### src/xcr_pkg.sv
// Package with the shared types, codes and the CRC helper of the XMODEM-CRC receiver.
`default_nettype none
package xcr_pkg;

    localparam int PAYLOAD_BYTES_DEF = 128;
    localparam int COUNT_W           = 24;
    localparam int CFG_DATA_W        = 4;

    // Commands of an input beat.
    localparam logic [1:0] CMD_START   = 2'd0;
    localparam logic [1:0] CMD_BYTE    = 2'd1;
    localparam logic [1:0] CMD_TIMEOUT = 2'd2;

    // Configuration register indexes.
    localparam logic CFG_RETRY_LIMIT      = 1'b0;
    localparam logic CFG_TIMEOUTS_PER_NAK = 1'b1;

    // Protocol bytes.
    localparam logic [7:0] B_SOH = 8'h01;
    localparam logic [7:0] B_EOT = 8'h04;
    localparam logic [7:0] B_ACK = 8'h06;
    localparam logic [7:0] B_NAK = 8'h15;
    localparam logic [7:0] B_CAN = 8'h18;
    localparam logic [7:0] B_C   = 8'h43;

    // Packet verdicts.
    localparam logic [1:0] VERDICT_NONE      = 2'd0;
    localparam logic [1:0] VERDICT_ACCEPTED  = 2'd1;
    localparam logic [1:0] VERDICT_DUPLICATE = 2'd2;
    localparam logic [1:0] VERDICT_REJECTED  = 2'd3;

    // Transfer status.
    localparam logic [1:0] STATUS_RUNNING  = 2'd0;
    localparam logic [1:0] STATUS_COMPLETE = 2'd1;
    localparam logic [1:0] STATUS_ABORTED  = 2'd2;

    typedef enum logic [3:0] {
        PH_IDLE  = 4'd0,
        PH_HDR   = 4'd1,
        PH_SEQ   = 4'd2,
        PH_INV   = 4'd3,
        PH_DATA  = 4'd4,
        PH_CRCH  = 4'd5,
        PH_CRCL  = 4'd6,
        PH_CAN1  = 4'd7,
        PH_CAN2  = 4'd8,
        PH_DONE  = 4'd9,
        PH_ABORT = 4'd10
    } t_phase;

    // What the engine emits for one beat.
    typedef enum logic [2:0] {
        ACT_QUIET  = 3'd0,
        ACT_SEND_C = 3'd1,
        ACT_NAK    = 3'd2,
        ACT_ACK    = 3'd3,
        ACT_DATA   = 3'd4
    } t_action;

    typedef struct packed {
        logic [1:0] command;
        logic [7:0] rx_byte;
    } t_cmd_beat;

    typedef struct packed {
        logic               tx_valid;
        logic [7:0]         tx_byte;
        logic               data_valid;
        logic [7:0]         data_byte;
        logic [1:0]         verdict;
        logic [1:0]         status;
        logic [COUNT_W-1:0] byte_count;
    } t_result;

    // CRC-16/XMODEM update by one byte, polynomial 0x1021, MSB first.
    function automatic logic [15:0] crc_update(input logic [15:0] crc, input logic [7:0] b);
        logic [15:0] c;
        c = crc ^ {b, 8'h00};
        for (int i = 0; i < 8; i++) begin
            if (c[15]) begin
                c = {c[14:0], 1'b0} ^ 16'h1021;
            end else begin
                c = {c[14:0], 1'b0};
            end
        end
        return c;
    endfunction

endpackage
`default_nettype wire

### src/xcr_cmd_if.sv
// Interface of the command channel: valid, ready and the command beat fields.
`default_nettype none
interface xcr_cmd_if import xcr_pkg::*; ();
    logic       valid;
    logic       ready;
    logic [1:0] command;
    logic [7:0] rx_byte;

    modport source (output valid, output command, output rx_byte, input ready);
    modport sink   (input valid, input command, input rx_byte, output ready);
endinterface
`default_nettype wire

### src/xcr_res_if.sv
// Interface of the result channel: valid, ready and the result beat fields.
`default_nettype none
interface xcr_res_if import xcr_pkg::*; ();
    logic               valid;
    logic               ready;
    logic               tx_valid;
    logic [7:0]         tx_byte;
    logic               data_valid;
    logic [7:0]         data_byte;
    logic [1:0]         verdict;
    logic [1:0]         status;
    logic [COUNT_W-1:0] byte_count;

    modport source (output valid, output tx_valid, output tx_byte, output data_valid,
                    output data_byte, output verdict, output status, output byte_count,
                    input ready);
    modport sink   (input valid, input tx_valid, input tx_byte, input data_valid,
                    input data_byte, input verdict, input status, input byte_count,
                    output ready);
endinterface
`default_nettype wire

### src/xmodem_crc_receiver_top.sv
// Top level of the XMODEM-CRC receiver: channels, configuration registers and checks.
//
// XMODEM-CRC receiver for 128-byte packets. Each command beat is a start command, one
// received serial byte or a receive timeout. A beat produces at most one result beat,
// which carries a reply byte to send ('C', ACK or NAK), a payload byte forwarded
// tentatively, the verdict on a packet when its last CRC byte, a timeout or a start
// ends it (accepted, duplicate or rejected), the transfer status after the beat and the
// saturating count of accepted payload bytes. Quiet beats (header, sequence,
// complement, CRC high and leading CAN bytes, header timeouts below the threshold, and
// bytes or timeouts while idle, complete or aborted) give no result beat. The block
// takes one command beat per cycle: a beat is registered at the input and passes the
// engine into the output register when that has room. The combinational engine step,
// with its byte-wide CRC update, sets that rate; back-pressure on the result channel
// stalls the input only when a result is waiting and cannot move. Configuration (retry
// limit at index 0, header timeouts per NAK at index 1) is written by the user through
// the plain write port only while the block is idle; the block does not enforce this.
`default_nettype none
module xmodem_crc_receiver_top import xcr_pkg::*; #(
    parameter int PAYLOAD_BYTES = PAYLOAD_BYTES_DEF
) (
    input  wire                   i_clk,
    input  wire                   i_rst_n,
    xcr_cmd_if.sink               i_cmd,
    xcr_res_if.source             o_res,
    input  wire                   i_cfg_we,
    input  wire                   i_cfg_idx,
    input  wire [CFG_DATA_W-1:0]  i_cfg_data
);
    logic [3:0] r_retry_limit;
    logic [2:0] r_timeouts_per_nak;

    logic       w_in_valid;
    t_cmd_beat  w_in_beat;
    logic       w_room;
    logic       w_fire;
    logic       w_has_result;
    t_result    w_result;

    // Configuration registers; reset values give four retries and three timeouts per NAK.
    always_ff @(posedge i_clk) begin
        if (!i_rst_n) begin
            r_retry_limit      <= 4'd4;
            r_timeouts_per_nak <= 3'd3;
        end else if (i_cfg_we) begin
            unique case (i_cfg_idx)
                CFG_RETRY_LIMIT:      r_retry_limit      <= i_cfg_data[3:0];
                CFG_TIMEOUTS_PER_NAK: r_timeouts_per_nak <= i_cfg_data[2:0];
                default: begin
                end
            endcase
        end
    end

    // The engine moves a beat when the output register has room for its result.
    assign w_fire = w_in_valid && w_room;

    xcr_in_stage u_in (
        .i_clk   (i_clk),
        .i_rst_n (i_rst_n),
        .i_cmd   (i_cmd),
        .i_take  (w_fire),
        .o_valid (w_in_valid),
        .o_beat  (w_in_beat)
    );

    xcr_engine #(
        .PAYLOAD_BYTES (PAYLOAD_BYTES)
    ) u_engine (
        .i_clk              (i_clk),
        .i_rst_n            (i_rst_n),
        .i_fire             (w_fire),
        .i_beat             (w_in_beat),
        .i_retry_limit      (r_retry_limit),
        .i_timeouts_per_nak (r_timeouts_per_nak),
        .o_has_result       (w_has_result),
        .o_result           (w_result)
    );

    xcr_out_stage u_out (
        .i_clk    (i_clk),
        .i_rst_n  (i_rst_n),
        .i_load   (w_fire && w_has_result),
        .i_result (w_result),
        .o_room   (w_room),
        .o_res    (o_res)
    );

    // An aborted transfer reports a cleared byte count.
    a_abort_clears_count: assert property (@(posedge i_clk) disable iff (!i_rst_n)
        o_res.valid && o_res.status == STATUS_ABORTED |-> o_res.byte_count == '0)
        else $error("aborted result with nonzero byte count");

    // A verdict always comes with a reply byte.
    a_verdict_has_reply: assert property (@(posedge i_clk) disable iff (!i_rst_n)
        o_res.valid && o_res.verdict != VERDICT_NONE |-> o_res.tx_valid)
        else $error("verdict without reply byte");

    // Payload forwarding and a reply byte never share one result beat.
    a_data_excludes_reply: assert property (@(posedge i_clk) disable iff (!i_rst_n)
        o_res.valid && o_res.data_valid |-> !o_res.tx_valid && o_res.verdict == VERDICT_NONE)
        else $error("payload byte mixed with reply");

    // Reply bytes are only 'C', ACK or NAK.
    a_reply_code: assert property (@(posedge i_clk) disable iff (!i_rst_n)
        o_res.valid && o_res.tx_valid |->
            o_res.tx_byte == B_C || o_res.tx_byte == B_ACK || o_res.tx_byte == B_NAK)
        else $error("unexpected reply byte");

    // A completed engine step with a result must find the output register free.
    a_no_overwrite: assert property (@(posedge i_clk) disable iff (!i_rst_n)
        w_fire && w_has_result && o_res.valid |-> o_res.ready)
        else $error("result register overwritten");
endmodule
`default_nettype wire

### src/xcr_in_stage.sv
// Input register that captures one command beat and holds it until the engine takes it.
`default_nettype none
module xcr_in_stage import xcr_pkg::*; (
    input  wire        i_clk,
    input  wire        i_rst_n,
    xcr_cmd_if.sink    i_cmd,
    input  wire        i_take,
    output logic       o_valid,
    output t_cmd_beat  o_beat
);
    logic      r_valid;
    t_cmd_beat r_beat;

    assign i_cmd.ready = !r_valid || i_take;

    always_ff @(posedge i_clk) begin
        if (!i_rst_n) begin
            r_valid <= 1'b0;
        end else if (i_cmd.ready) begin
            r_valid <= i_cmd.valid;
        end
    end

    always_ff @(posedge i_clk) begin
        if (i_cmd.ready && i_cmd.valid) begin
            r_beat.command <= i_cmd.command;
            r_beat.rx_byte <= i_cmd.rx_byte;
        end
    end

    assign o_valid = r_valid;
    assign o_beat  = r_beat;
endmodule
`default_nettype wire

### src/xcr_engine.sv
// Protocol engine: receiver state, packet checks and the result of each beat.
`default_nettype none
module xcr_engine import xcr_pkg::*; #(
    parameter int PAYLOAD_BYTES = PAYLOAD_BYTES_DEF
) (
    input  wire        i_clk,
    input  wire        i_rst_n,
    input  wire        i_fire,
    input  t_cmd_beat  i_beat,
    input  wire [3:0]  i_retry_limit,
    input  wire [2:0]  i_timeouts_per_nak,
    output logic       o_has_result,
    output t_result    o_result
);
    localparam int IDX_W = $clog2(PAYLOAD_BYTES + 1);

    t_phase             r_phase, n_phase;
    logic [7:0]         r_expected, n_expected;
    logic [3:0]         r_retry, n_retry;
    logic [2:0]         r_tmo, n_tmo;
    logic [IDX_W-1:0]   r_idx, n_idx;
    logic [7:0]         r_seq, n_seq;
    logic [7:0]         r_seq_inv, n_seq_inv;
    logic [15:0]        r_crc, n_crc;
    logic [7:0]         r_crc_hi, n_crc_hi;
    logic [COUNT_W-1:0] r_acc, n_acc;

    t_action            w_action;
    logic [1:0]         w_verdict;
    logic               w_nak_retry;
    logic [4:0]         w_retry_inc;
    logic [3:0]         w_tmo_inc;
    logic [IDX_W-1:0]   w_idx_inc;
    logic [COUNT_W:0]   w_acc_sum;
    logic               w_in_packet;
    logic               w_dup;
    logic               w_bad;

    assign w_retry_inc = {1'b0, r_retry} + 5'd1;
    assign w_tmo_inc   = {1'b0, r_tmo} + 4'd1;
    assign w_idx_inc   = r_idx + IDX_W'(1);
    assign w_acc_sum   = {1'b0, r_acc} + (COUNT_W+1)'(PAYLOAD_BYTES);
    assign w_in_packet = (r_phase == PH_SEQ) || (r_phase == PH_INV) || (r_phase == PH_DATA)
                      || (r_phase == PH_CRCH) || (r_phase == PH_CRCL);
    assign w_dup = (r_seq < r_expected) && (r_seq_inv == ~r_seq);
    assign w_bad = (r_seq != r_expected) || (r_seq_inv != ~r_expected)
                || ({r_crc_hi, i_beat.rx_byte} != r_crc);

    // Next state and the action of this beat.
    always_comb begin
        n_phase     = r_phase;
        n_expected  = r_expected;
        n_retry     = r_retry;
        n_tmo       = r_tmo;
        n_idx       = r_idx;
        n_seq       = r_seq;
        n_seq_inv   = r_seq_inv;
        n_crc       = r_crc;
        n_crc_hi    = r_crc_hi;
        n_acc       = r_acc;
        w_action    = ACT_QUIET;
        w_verdict   = VERDICT_NONE;
        w_nak_retry = 1'b0;

        if (i_beat.command == CMD_START) begin
            if (w_in_packet) begin
                w_verdict = VERDICT_REJECTED;
            end
            n_expected = 8'd1;
            n_retry    = 4'd0;
            n_acc      = '0;
            n_phase    = PH_HDR;
            n_tmo      = 3'd0;
            w_action   = ACT_SEND_C;
        end else if (i_beat.command == CMD_TIMEOUT) begin
            if (r_phase == PH_HDR) begin
                if (w_tmo_inc < {1'b0, i_timeouts_per_nak}) begin
                    n_tmo = w_tmo_inc[2:0];
                end else begin
                    w_nak_retry = 1'b1;
                end
            end else if (w_in_packet) begin
                w_verdict   = VERDICT_REJECTED;
                w_nak_retry = 1'b1;
            end else if (r_phase == PH_CAN1 || r_phase == PH_CAN2) begin
                w_nak_retry = 1'b1;
            end
        end else if (i_beat.command == CMD_BYTE) begin
            unique case (r_phase)
                PH_HDR: begin
                    if (i_beat.rx_byte == B_EOT) begin
                        w_action = ACT_ACK;
                        n_retry  = 4'd0;
                        n_phase  = PH_DONE;
                    end else if (i_beat.rx_byte == B_SOH) begin
                        n_phase = PH_SEQ;
                        n_idx   = '0;
                        n_crc   = 16'h0000;
                    end else if (i_beat.rx_byte == B_CAN) begin
                        n_phase = PH_CAN1;
                    end else begin
                        w_nak_retry = 1'b1;
                    end
                end
                PH_CAN1, PH_CAN2: begin
                    if (i_beat.rx_byte != B_CAN) begin
                        w_nak_retry = 1'b1;
                    end else if (r_phase == PH_CAN1) begin
                        n_phase = PH_CAN2;
                    end else begin
                        w_action = ACT_ACK;
                        n_phase  = PH_ABORT;
                        n_acc    = '0;
                    end
                end
                PH_SEQ: begin
                    n_seq   = i_beat.rx_byte;
                    n_phase = PH_INV;
                end
                PH_INV: begin
                    n_seq_inv = i_beat.rx_byte;
                    n_phase   = PH_DATA;
                end
                PH_DATA: begin
                    w_action = ACT_DATA;
                    n_crc    = crc_update(r_crc, i_beat.rx_byte);
                    n_idx    = w_idx_inc;
                    if (w_idx_inc >= IDX_W'(PAYLOAD_BYTES)) begin
                        n_phase = PH_CRCH;
                    end
                end
                PH_CRCH: begin
                    n_crc_hi = i_beat.rx_byte;
                    n_phase  = PH_CRCL;
                end
                PH_CRCL: begin
                    if (w_dup) begin
                        w_action  = ACT_ACK;
                        w_verdict = VERDICT_DUPLICATE;
                        n_retry   = 4'd0;
                        n_phase   = PH_HDR;
                        n_tmo     = 3'd0;
                    end else if (w_bad) begin
                        w_verdict   = VERDICT_REJECTED;
                        w_nak_retry = 1'b1;
                    end else begin
                        w_action   = ACT_ACK;
                        w_verdict  = VERDICT_ACCEPTED;
                        n_acc      = w_acc_sum[COUNT_W] ? '1 : w_acc_sum[COUNT_W-1:0];
                        n_expected = r_expected + 8'd1;
                        n_retry    = 4'd0;
                        n_phase    = PH_HDR;
                        n_tmo      = 3'd0;
                    end
                end
                default: begin
                    // Idle, complete and aborted ignore received bytes.
                end
            endcase
        end

        // A NAK counts as a retry; one past the limit aborts the transfer.
        if (w_nak_retry) begin
            w_action = ACT_NAK;
            if (w_retry_inc > {1'b0, i_retry_limit}) begin
                n_phase = PH_ABORT;
                n_acc   = '0;
            end else begin
                n_retry = w_retry_inc[3:0];
                n_phase = PH_HDR;
                n_tmo   = 3'd0;
            end
        end
    end

    // Result fields of this beat.
    always_comb begin
        o_result            = '0;
        o_result.verdict    = w_verdict;
        o_result.byte_count = n_acc;
        o_has_result        = (w_action != ACT_QUIET);
        unique case (n_phase)
            PH_DONE:  o_result.status = STATUS_COMPLETE;
            PH_ABORT: o_result.status = STATUS_ABORTED;
            default:  o_result.status = STATUS_RUNNING;
        endcase
        case (w_action)
            ACT_SEND_C: begin
                o_result.tx_valid = 1'b1;
                o_result.tx_byte  = B_C;
            end
            ACT_NAK: begin
                o_result.tx_valid = 1'b1;
                o_result.tx_byte  = B_NAK;
            end
            ACT_ACK: begin
                o_result.tx_valid = 1'b1;
                o_result.tx_byte  = B_ACK;
            end
            ACT_DATA: begin
                o_result.data_valid = 1'b1;
                o_result.data_byte  = i_beat.rx_byte;
            end
            default: begin
            end
        endcase
    end

    always_ff @(posedge i_clk) begin
        if (!i_rst_n) begin
            r_phase    <= PH_IDLE;
            r_expected <= 8'd1;
            r_retry    <= 4'd0;
            r_tmo      <= 3'd0;
            r_idx      <= '0;
            r_seq      <= 8'd0;
            r_seq_inv  <= 8'd0;
            r_crc      <= 16'h0000;
            r_crc_hi   <= 8'd0;
            r_acc      <= '0;
        end else if (i_fire) begin
            r_phase    <= n_phase;
            r_expected <= n_expected;
            r_retry    <= n_retry;
            r_tmo      <= n_tmo;
            r_idx      <= n_idx;
            r_seq      <= n_seq;
            r_seq_inv  <= n_seq_inv;
            r_crc      <= n_crc;
            r_crc_hi   <= n_crc_hi;
            r_acc      <= n_acc;
        end
    end
endmodule
`default_nettype wire

### src/xcr_out_stage.sv
// Result register that holds a finished result beat until the sink takes it.
`default_nettype none
module xcr_out_stage import xcr_pkg::*; (
    input  wire        i_clk,
    input  wire        i_rst_n,
    input  wire        i_load,
    input  t_result    i_result,
    output logic       o_room,
    xcr_res_if.source  o_res
);
    logic    r_valid;
    t_result r_result;

    assign o_room = !r_valid || o_res.ready;

    always_ff @(posedge i_clk) begin
        if (!i_rst_n) begin
            r_valid <= 1'b0;
        end else if (i_load) begin
            r_valid <= 1'b1;
        end else if (o_res.ready) begin
            r_valid <= 1'b0;
        end
    end

    always_ff @(posedge i_clk) begin
        if (i_load) begin
            r_result <= i_result;
        end
    end

    assign o_res.valid      = r_valid;
    assign o_res.tx_valid   = r_result.tx_valid;
    assign o_res.tx_byte    = r_result.tx_byte;
    assign o_res.data_valid = r_result.data_valid;
    assign o_res.data_byte  = r_result.data_byte;
    assign o_res.verdict    = r_result.verdict;
    assign o_res.status     = r_result.status;
    assign o_res.byte_count = r_result.byte_count;
endmodule
`default_nettype wire
### src/flat_wrapper.sv
// flat-port wrapper written by rule: the top's interface ports become plain ports
module xmodem_crc_receiver_top_flat import xcr_pkg::*;
#(
    parameter int PAYLOAD_BYTES = PAYLOAD_BYTES_DEF
)
  (i_clk, i_rst_n, i_cfg_we, i_cfg_idx, i_cfg_data, i_cmd_valid, i_cmd_command, i_cmd_rx_byte, i_cmd_ready, o_res_valid, o_res_tx_valid, o_res_tx_byte, o_res_data_valid, o_res_data_byte, o_res_verdict, o_res_status, o_res_byte_count, o_res_ready);
  xcr_cmd_if i_cmd_i ();
  xcr_res_if o_res_i ();
  input  wire i_clk;
  input  wire i_rst_n;
  input  wire i_cfg_we;
  input  wire i_cfg_idx;
  input  wire [CFG_DATA_W-1:0] i_cfg_data;
  input wire logic [$bits(i_cmd_i.valid)-1:0] i_cmd_valid;
  input wire logic [$bits(i_cmd_i.command)-1:0] i_cmd_command;
  input wire logic [$bits(i_cmd_i.rx_byte)-1:0] i_cmd_rx_byte;
  output wire logic [$bits(i_cmd_i.ready)-1:0] i_cmd_ready;
  output wire logic [$bits(o_res_i.valid)-1:0] o_res_valid;
  output wire logic [$bits(o_res_i.tx_valid)-1:0] o_res_tx_valid;
  output wire logic [$bits(o_res_i.tx_byte)-1:0] o_res_tx_byte;
  output wire logic [$bits(o_res_i.data_valid)-1:0] o_res_data_valid;
  output wire logic [$bits(o_res_i.data_byte)-1:0] o_res_data_byte;
  output wire logic [$bits(o_res_i.verdict)-1:0] o_res_verdict;
  output wire logic [$bits(o_res_i.status)-1:0] o_res_status;
  output wire logic [$bits(o_res_i.byte_count)-1:0] o_res_byte_count;
  input wire logic [$bits(o_res_i.ready)-1:0] o_res_ready;
  assign i_cmd_i.valid = i_cmd_valid;
  assign i_cmd_i.command = i_cmd_command;
  assign i_cmd_i.rx_byte = i_cmd_rx_byte;
  assign i_cmd_ready = i_cmd_i.ready;
  assign o_res_valid = o_res_i.valid;
  assign o_res_tx_valid = o_res_i.tx_valid;
  assign o_res_tx_byte = o_res_i.tx_byte;
  assign o_res_data_valid = o_res_i.data_valid;
  assign o_res_data_byte = o_res_i.data_byte;
  assign o_res_verdict = o_res_i.verdict;
  assign o_res_status = o_res_i.status;
  assign o_res_byte_count = o_res_i.byte_count;
  assign o_res_i.ready = o_res_ready;
  xmodem_crc_receiver_top #(.PAYLOAD_BYTES(PAYLOAD_BYTES)) u_core (.i_clk(i_clk), .i_rst_n(i_rst_n), .i_cmd(i_cmd_i), .o_res(o_res_i), .i_cfg_we(i_cfg_we), .i_cfg_idx(i_cfg_idx), .i_cfg_data(i_cfg_data));
endmodule
### config.mk
export PLATFORM = sky130hd
export DESIGN_NAME = xmodem_crc_receiver_top_flat
export DESIGN_NICKNAME = d
export VERILOG_FILES = /design/src/xcr_pkg.sv /design/src/xcr_cmd_if.sv /design/src/xcr_res_if.sv /design/src/xmodem_crc_receiver_top.sv /design/src/xcr_in_stage.sv /design/src/xcr_engine.sv /design/src/xcr_out_stage.sv /design/src/flat_wrapper.sv
export SDC_FILE = /design/constraint.sdc
export NUM_CORES = 1
export LEC_CHECK = 0
export ABC_AREA = 1
export BUFFER_PORTS_ARGS = -buffer_cell sky130_fd_sc_hd__buf_2
export CAP_MARGIN = 20
export CORE_MARGIN = 1.5
export CORE_UTILIZATION = 40
export DETAILED_ROUTE_END_ITERATION = 10
export GPL_ROUTABILITY_DRIVEN = 0
export GPL_TIMING_DRIVEN = 1
export PLACE_DENSITY = 0.62
export SLEW_MARGIN = 20
export SYNTH_ARGS = -nofsm -noshare
export SYNTH_HDL_FRONTEND = slang
export SYNTH_SLANG_ARGS = --single-unit
### constraint.sdc
create_clock -name i_clk -period 5.1 [get_ports i_clk]
set_input_delay 0.255 -clock i_clk [delete_from_list [all_inputs] [get_ports i_clk]]
set_output_delay 0.255 -clock i_clk [all_outputs]
set_load 0.05 [all_outputs]
Word level (Yosys, flattened, before mapping)
Cells that the tools add are included.

Word-level logic and storage cells: 233. Output and inout port bits: 48. Register bits: 156.

Bitwise gates (word level): 14. Add/sub/neg operators: 5. Equal/unequal tests: 29. Magnitude comparators: 4. Muxes and demuxes: 129. Reduce and logical (&&, ||, !) cells: 29.

Operator list (number): two-way mux 16 bit (30); two-way mux 24 bit (10); two-way mux 13 bit (8); two-way mux 4 bit (20); two-way mux 8 bit (8); one-hot mux 24 bit (2 select lines) (1); two-way mux 3 bit (14); one-hot mux 16 bit (2 select lines) (1); two-way mux 2 bit (14); one-hot mux 4 bit (7 select lines) (1); one-hot mux 9 bit (3 select lines) (1); adder 24 x 8 -> 25 bit (second input constant) (1); NOT 3 bit (8); adder 8 x 1 -> 8 bit (second input constant) (2); equality test 4 x 3 -> 1 bit (second input constant) (4); inequality test 16 bit (1); inequality test 8 bit (2); NOT 8 bit (2); one-hot mux 8 bit (2 select lines) (1); XOR 16 bit (1); two-way mux 1 bit (15); AND reduction 5 bit (3); equality test 4 bit (second input constant) (3); one-hot mux 3 bit (4 select lines) (1); 35 further kinds (58).

Longest topological paths before layout
Depth after elaboration: 46. Mapped depth: 20. Mapped depth without buffers: 19.

Hierarchy
From an unflattened synthesis, not the netlist that was laid out.

Cell total of the unflattened synthesis: 1228. Area total of the unflattened synthesis: 8734.6 um^2.

Modules (own cells, without submodules): xcr_engine (cells an instance 1116, seq. area each 1821.7 um^2, times used 1, area an instance 6663.9 um^2); xcr_out_stage (cells an instance 52, seq. area each 1401.3 um^2, times used 1, area an instance 1427.6 um^2); xcr_in_stage (cells an instance 17, seq. area each 320.3 um^2, times used 1, area an instance 351.6 um^2); xmodem_crc_receiver_top (cells an instance 43, seq. area each 140.1 um^2, times used 1, area an instance 291.5 um^2).

Least setup slack after synthesis
Ideal clock, no wire load.

Path kind: register to register. From: reg u_core.u_engine.r_expected[5]. To: reg u_core.u_out.r_result, in the netlist u_core.u_out.o_res.byte_count[0], enable pin. Stages on the path, launching flop included: 17. Data required time: 4.703 ns. Arrival: 2.724 ns. Clock period less this slack: 3.122 ns. Setup slack: 1.978 ns. Cell sequence: dfxtp_1 > inv_1 > ha_1 > nand2_1 > inv_1 > o21bai_1 > nand3_1 > nor2_1 > nand2_1 > buf_2 > nand2_1 > nand2_1 > nand2_1 > nand2_1 > nand4_1 > nand2_1 > inv_1.

Word-level cells in the longest chain between the ends: 13.

RTL lines: start, declared (line xcr_engine.sv:18) `logic [7:0] r_expected, n_expected;`; start signal, assigned (line xcr_engine.sv:223) `r_expected <= n_expected;`; parallel branches: the longest is 10 deep, another holds < comparator 8 bit; two-way mux 3 bit (*) (line xcr_engine.sv:163) `if (w_nak_retry) begin`; nonzero test 3 bit (*) (line xcr_engine.sv:181) `o_has_result = (w_action != ACT_QUIET);`; logical AND 1 bit (*) (line xmodem_crc_receiver_top.sv:82) `.i_load (w_fire && w_has_result),`; via u_core.u_out.i_load (line xcr_out_stage.sv:6) `input wire i_load,`; end signal, assigned (line xcr_out_stage.sv:28) `r_result <= i_result;`; end, declared (line xcr_out_stage.sv:12) `t_result r_result;`.

Mark *: on every way through the listed nets, which the timed path passes. A chain may end at the register's enable or synchronous reset.

Final worst setup path
From: reg u_core.u_engine.r_expected[5]. To: reg u_core.u_out.r_result, in the netlist u_core.u_out.o_res.byte_count[13], enable pin.

The elaborated chain is that of the path after synthesis.

==> out/qor.yml <==
path_buf_inv: 3
drv_slew: 0
slew_headroom: 0.262
tns_ns: 0
ctsResizeCount: 0
grtUsageMet2: 0.311
reg2reg_to: "u_core.u_out.o_res.byte_count[13]"
grt_pass1_vias: 7460
final-seq-area_mm2: 0.00359
maxCapViolations: 0
arrival_ns: 3.38
cp_cell_sequence: "inv_1, ha_1, nand2_1, inv_1, o21bai_1, nand3_1, nor2_1, nand2_1, nand2_1, nand2_1, nand2_1, nand2_1, nand4_1, nand2_1, inv_2"
period_share: 0.654
synth_top_area_cell: "dfxtp_1"
hold_path_end: "u_core.u_in.o_beat[9]"
setup_viol_count_final: 0
io_pins: 68
ant_nets: 0
ys_seq_area_frac: 0.405
peakVddDrop_mv: 0.237
routedWlPerCell_um: 14.4
finalNetCount: 1323
antennaDiodeCount: 0
ys_types: 49
grt_overflow: 0
cts_buffers: 17
ys_top_cells_by_area: "dfxtp_1, edfxtp_1, nand2_1"
drc: 0
num_vias: 7951
cpMaxStageDelayCell: "inv_2"
critical-path-max-stage-delay_ns: 0.67
ys_seq_elements: 153
synthesis.instances: 1224
drt_first_pass_iters: 5
cp.required_ns: 5.15
rsz0062_at_grt: "no"
ys.flop_type: "dfxtp_1"
pwr_density_cell_mw_per_mm2: 304
crit_cells: 15
worstHoldPathCells: 1
grt_max_degree: 70
drive_above_1_share: 0.145
worst_hold_slack_ns: 0.0221
post-place-ws_ns: 1.79
track_usage: 0.201
synth_edf_count: 53
fmax_ghz: 0.300
crit_type: "reg2reg"
critPathCaptureType: "flop"
synth_top_area_frac: 0.226
path_common_cell: "nand2_1"
routed_wl_mm: 22.7
finalPower_mw: 3.06
syn-cell-area_mm2: 0.00886
num_rows: 54
die_area_mm2: 0.0231
hpwl_mm: 16.6
fin_ws_ns: 1.77
hp-start: "i_cmd_command[1]"
syn_avg_cell_area_um2: 7.24
yosys_warnings: 0
cts.sinks: 153
post-route-util: 0.463
async_flop_share: 0
syn2layout_area_growth_pct: 13.6
grt_pass1_wl_mm: 37.6
period_needed_ns: 3.33
cts_setup_buffers: 0
leakage_nw: 4.36
clk_pin_slew_ns: 0.06
status: "finished clean"
core_area_mm2: 0.0218
gr-usage-met1: 0.283
cts_tree: "built"
reg2reg_from: "u_core.u_engine.r_expected[5]"
hold_viol: 0
path_max_fanout: 43
vias_per_cell: 5.04
reg2reg_slack_ns: 1.77
hold_class: "in2reg"
port-buffer-count: 64
fillCellCount: 2205
multi_input_area_mm2: 0.00445
chipHeight_um: 152
rr_worst_depth: 15
die_w_um: 152
cts_max_path_buffers: 2
grt_busiest_layer: "met2"
global_route.usage.met3: 0.0405
cts-htree-levels: 4
cp-start-kind: "flop"
drt_iter0_drc: 701
antenna_found_initial: 0
insertion_delay_ns: 0.43
ctsRootBufferMaster: "clkbuf_16"
cpLargestDelayFamily: "simple AND/OR/NAND/NOR gates"
start_util: 0.407
worstMarginPinSlew_ns: 1.10
fin_worst_skew_ns: 0.0103
[cell usage after synthesis (17+ instances only)]
cell type and instances:
nand2_1 297, inv_1 149, nor2_1 117, o21ai_0 109
dfxtp_1 100, a21oi_1 80, nand3_1 59, edfxtp_1 53
nand4_1 25, nand2_2 21, ha_1 19, inv_2 19
xnor2_1 19, clkbuf_1 17
[kinds of logic after synthesis]
family	Yosys count	synth area share
other cells	1	0.000423
simple gates	580	0.298
xor+xnor	33	0.0326
fa+ha+maj	19	0.0268
flops	153	0.405
compound gates	232	0.143
buf+inv	206	0.0936
[repair_timing]
item	in CTS	in global routing
endpoints found under the hold margin	7	1
endpoints found under the setup margin	0	0
hold buffers	7	1
[per-layer routing]
metal | wire [um] | share of wire
met4 | 384 | 0.017
met2 | 9790 | 0.43
met3 | 1290 | 0.057
met5 | 0 | 0
met1 | 11200 | 0.49
[sequential cells by signal (all words and copies together) (netlist names)]
signal and count:
u_core.u_engine.r_acc 24, u_core.u_out.o_res.byte_count 24, u_core.u_engine.r_crc 16, u_core.u_in.o_beat 10, u_core.u_engine.r_crc_hi 8, u_core.u_engine.r_expected 8, u_core.u_engine.r_idx 8, u_core.u_engine.r_seq 8
u_core.u_engine.r_seq_inv 8, u_core.u_out.o_res.data_byte 8, u_core.u_out.o_res.tx_byte 5, u_core.r_retry_limit 4, u_core.u_engine.r_phase 4, u_core.u_engine.r_retry 4, u_core.r_timeouts_per_nak 3, u_core.u_engine.r_tmo 3
u_core.u_out.o_res.status 2, u_core.u_out.o_res.verdict 2, u_core.u_in.o_valid 1, u_core.u_out.o_res.data_valid 1, u_core.u_out.o_res.tx_valid 1, u_core.u_out.o_res.valid 1
[placed cells by master, fill, tap and decap left out, types with 11 or more instances in the layout]
cell type / n
edfxtp_1: 53
inv_1: 147
xor2_1: 14
o21ai_0: 109
nand2_2: 21
buf_2: 64
nor2_1: 116
nand4_1: 25
nand3_1: 59
a21oi_2: 12
nor3_1: 11
clkbuf_16: 17
xnor2_1: 19
nand2_1: 297
dfxtp_1: 100
a21oi_1: 80
inv_2: 20
ha_1: 19
[metrics by stage]
step | instance area (um2) | cells
detailed placement | 9370 | 1537
floorplan | 8870 | 1226
CTS | 10100 | 1576
finish | 10100 | 1577
global placement | 9370 | 1537
global route | 10100 | 1577
[cell type report]
cell class | instances | share of cell area
clock buffers | 21 | 0.0447
clock inverters | 11 | 0.0168
inverters | 171 | 0.0638
multi-input cells | 867 | 0.442
flip-flops and latches | 153 | 0.357
well taps | 280 | 0.0348
repair buffers | 74 | 0.0412
[worst register-to-register path: stages (launching register included)]
cell and delay (ns):
dfxtp_1 0.47, inv_1 0.10, ha_1 0.32, nand2_1 0.06
inv_1 0.04, o21bai_1 0.15, nand3_1 0.10, nor2_1 0.11
nand2_1 0.27, nand2_1 0.19, nand2_1 0.09, nand2_1 0.07
nand2_1 0.09, nand4_1 0.11, nand2_1 0.11, inv_2 0.67
[power by group]
| group | internal [mW] | switching (mW) | total [mW] |
|---|---|---|---|
| Sequential | 1.31 | 0.0408 | 1.35 |
| Clock | 0.834 | 0.516 | 1.35 |
| Combinational | 0.0995 | 0.260 | 0.359 |
| Total | 2.24 | 0.817 | 3.06 |
[how the worst max path moves through the flow]
stage | from | to | slack (ns)
5_1_grt | u_core.u_engine.r_expected[5] | u_core.u_out.o_res.verdict[1] | 1.41
3_5_place_dp | u_core.u_engine.r_expected[5] | u_core.u_out.o_res.byte_count[11] | 1.79
2_1_floorplan | u_core.u_engine.r_expected[5] | u_core.u_out.o_res.byte_count[0] | 1.98
6_report | u_core.u_engine.r_expected[5] | u_core.u_out.o_res.byte_count[13] | 1.77
4_1_cts | u_core.u_engine.r_expected[5] | u_core.u_out.o_res.byte_count[13] | 1.77
3_3_place_gp | u_core.u_engine.r_expected[5] | u_core.u_out.o_res.byte_count[11] | 1.89
No activity file was read; power rests on OpenSTA's default activity.
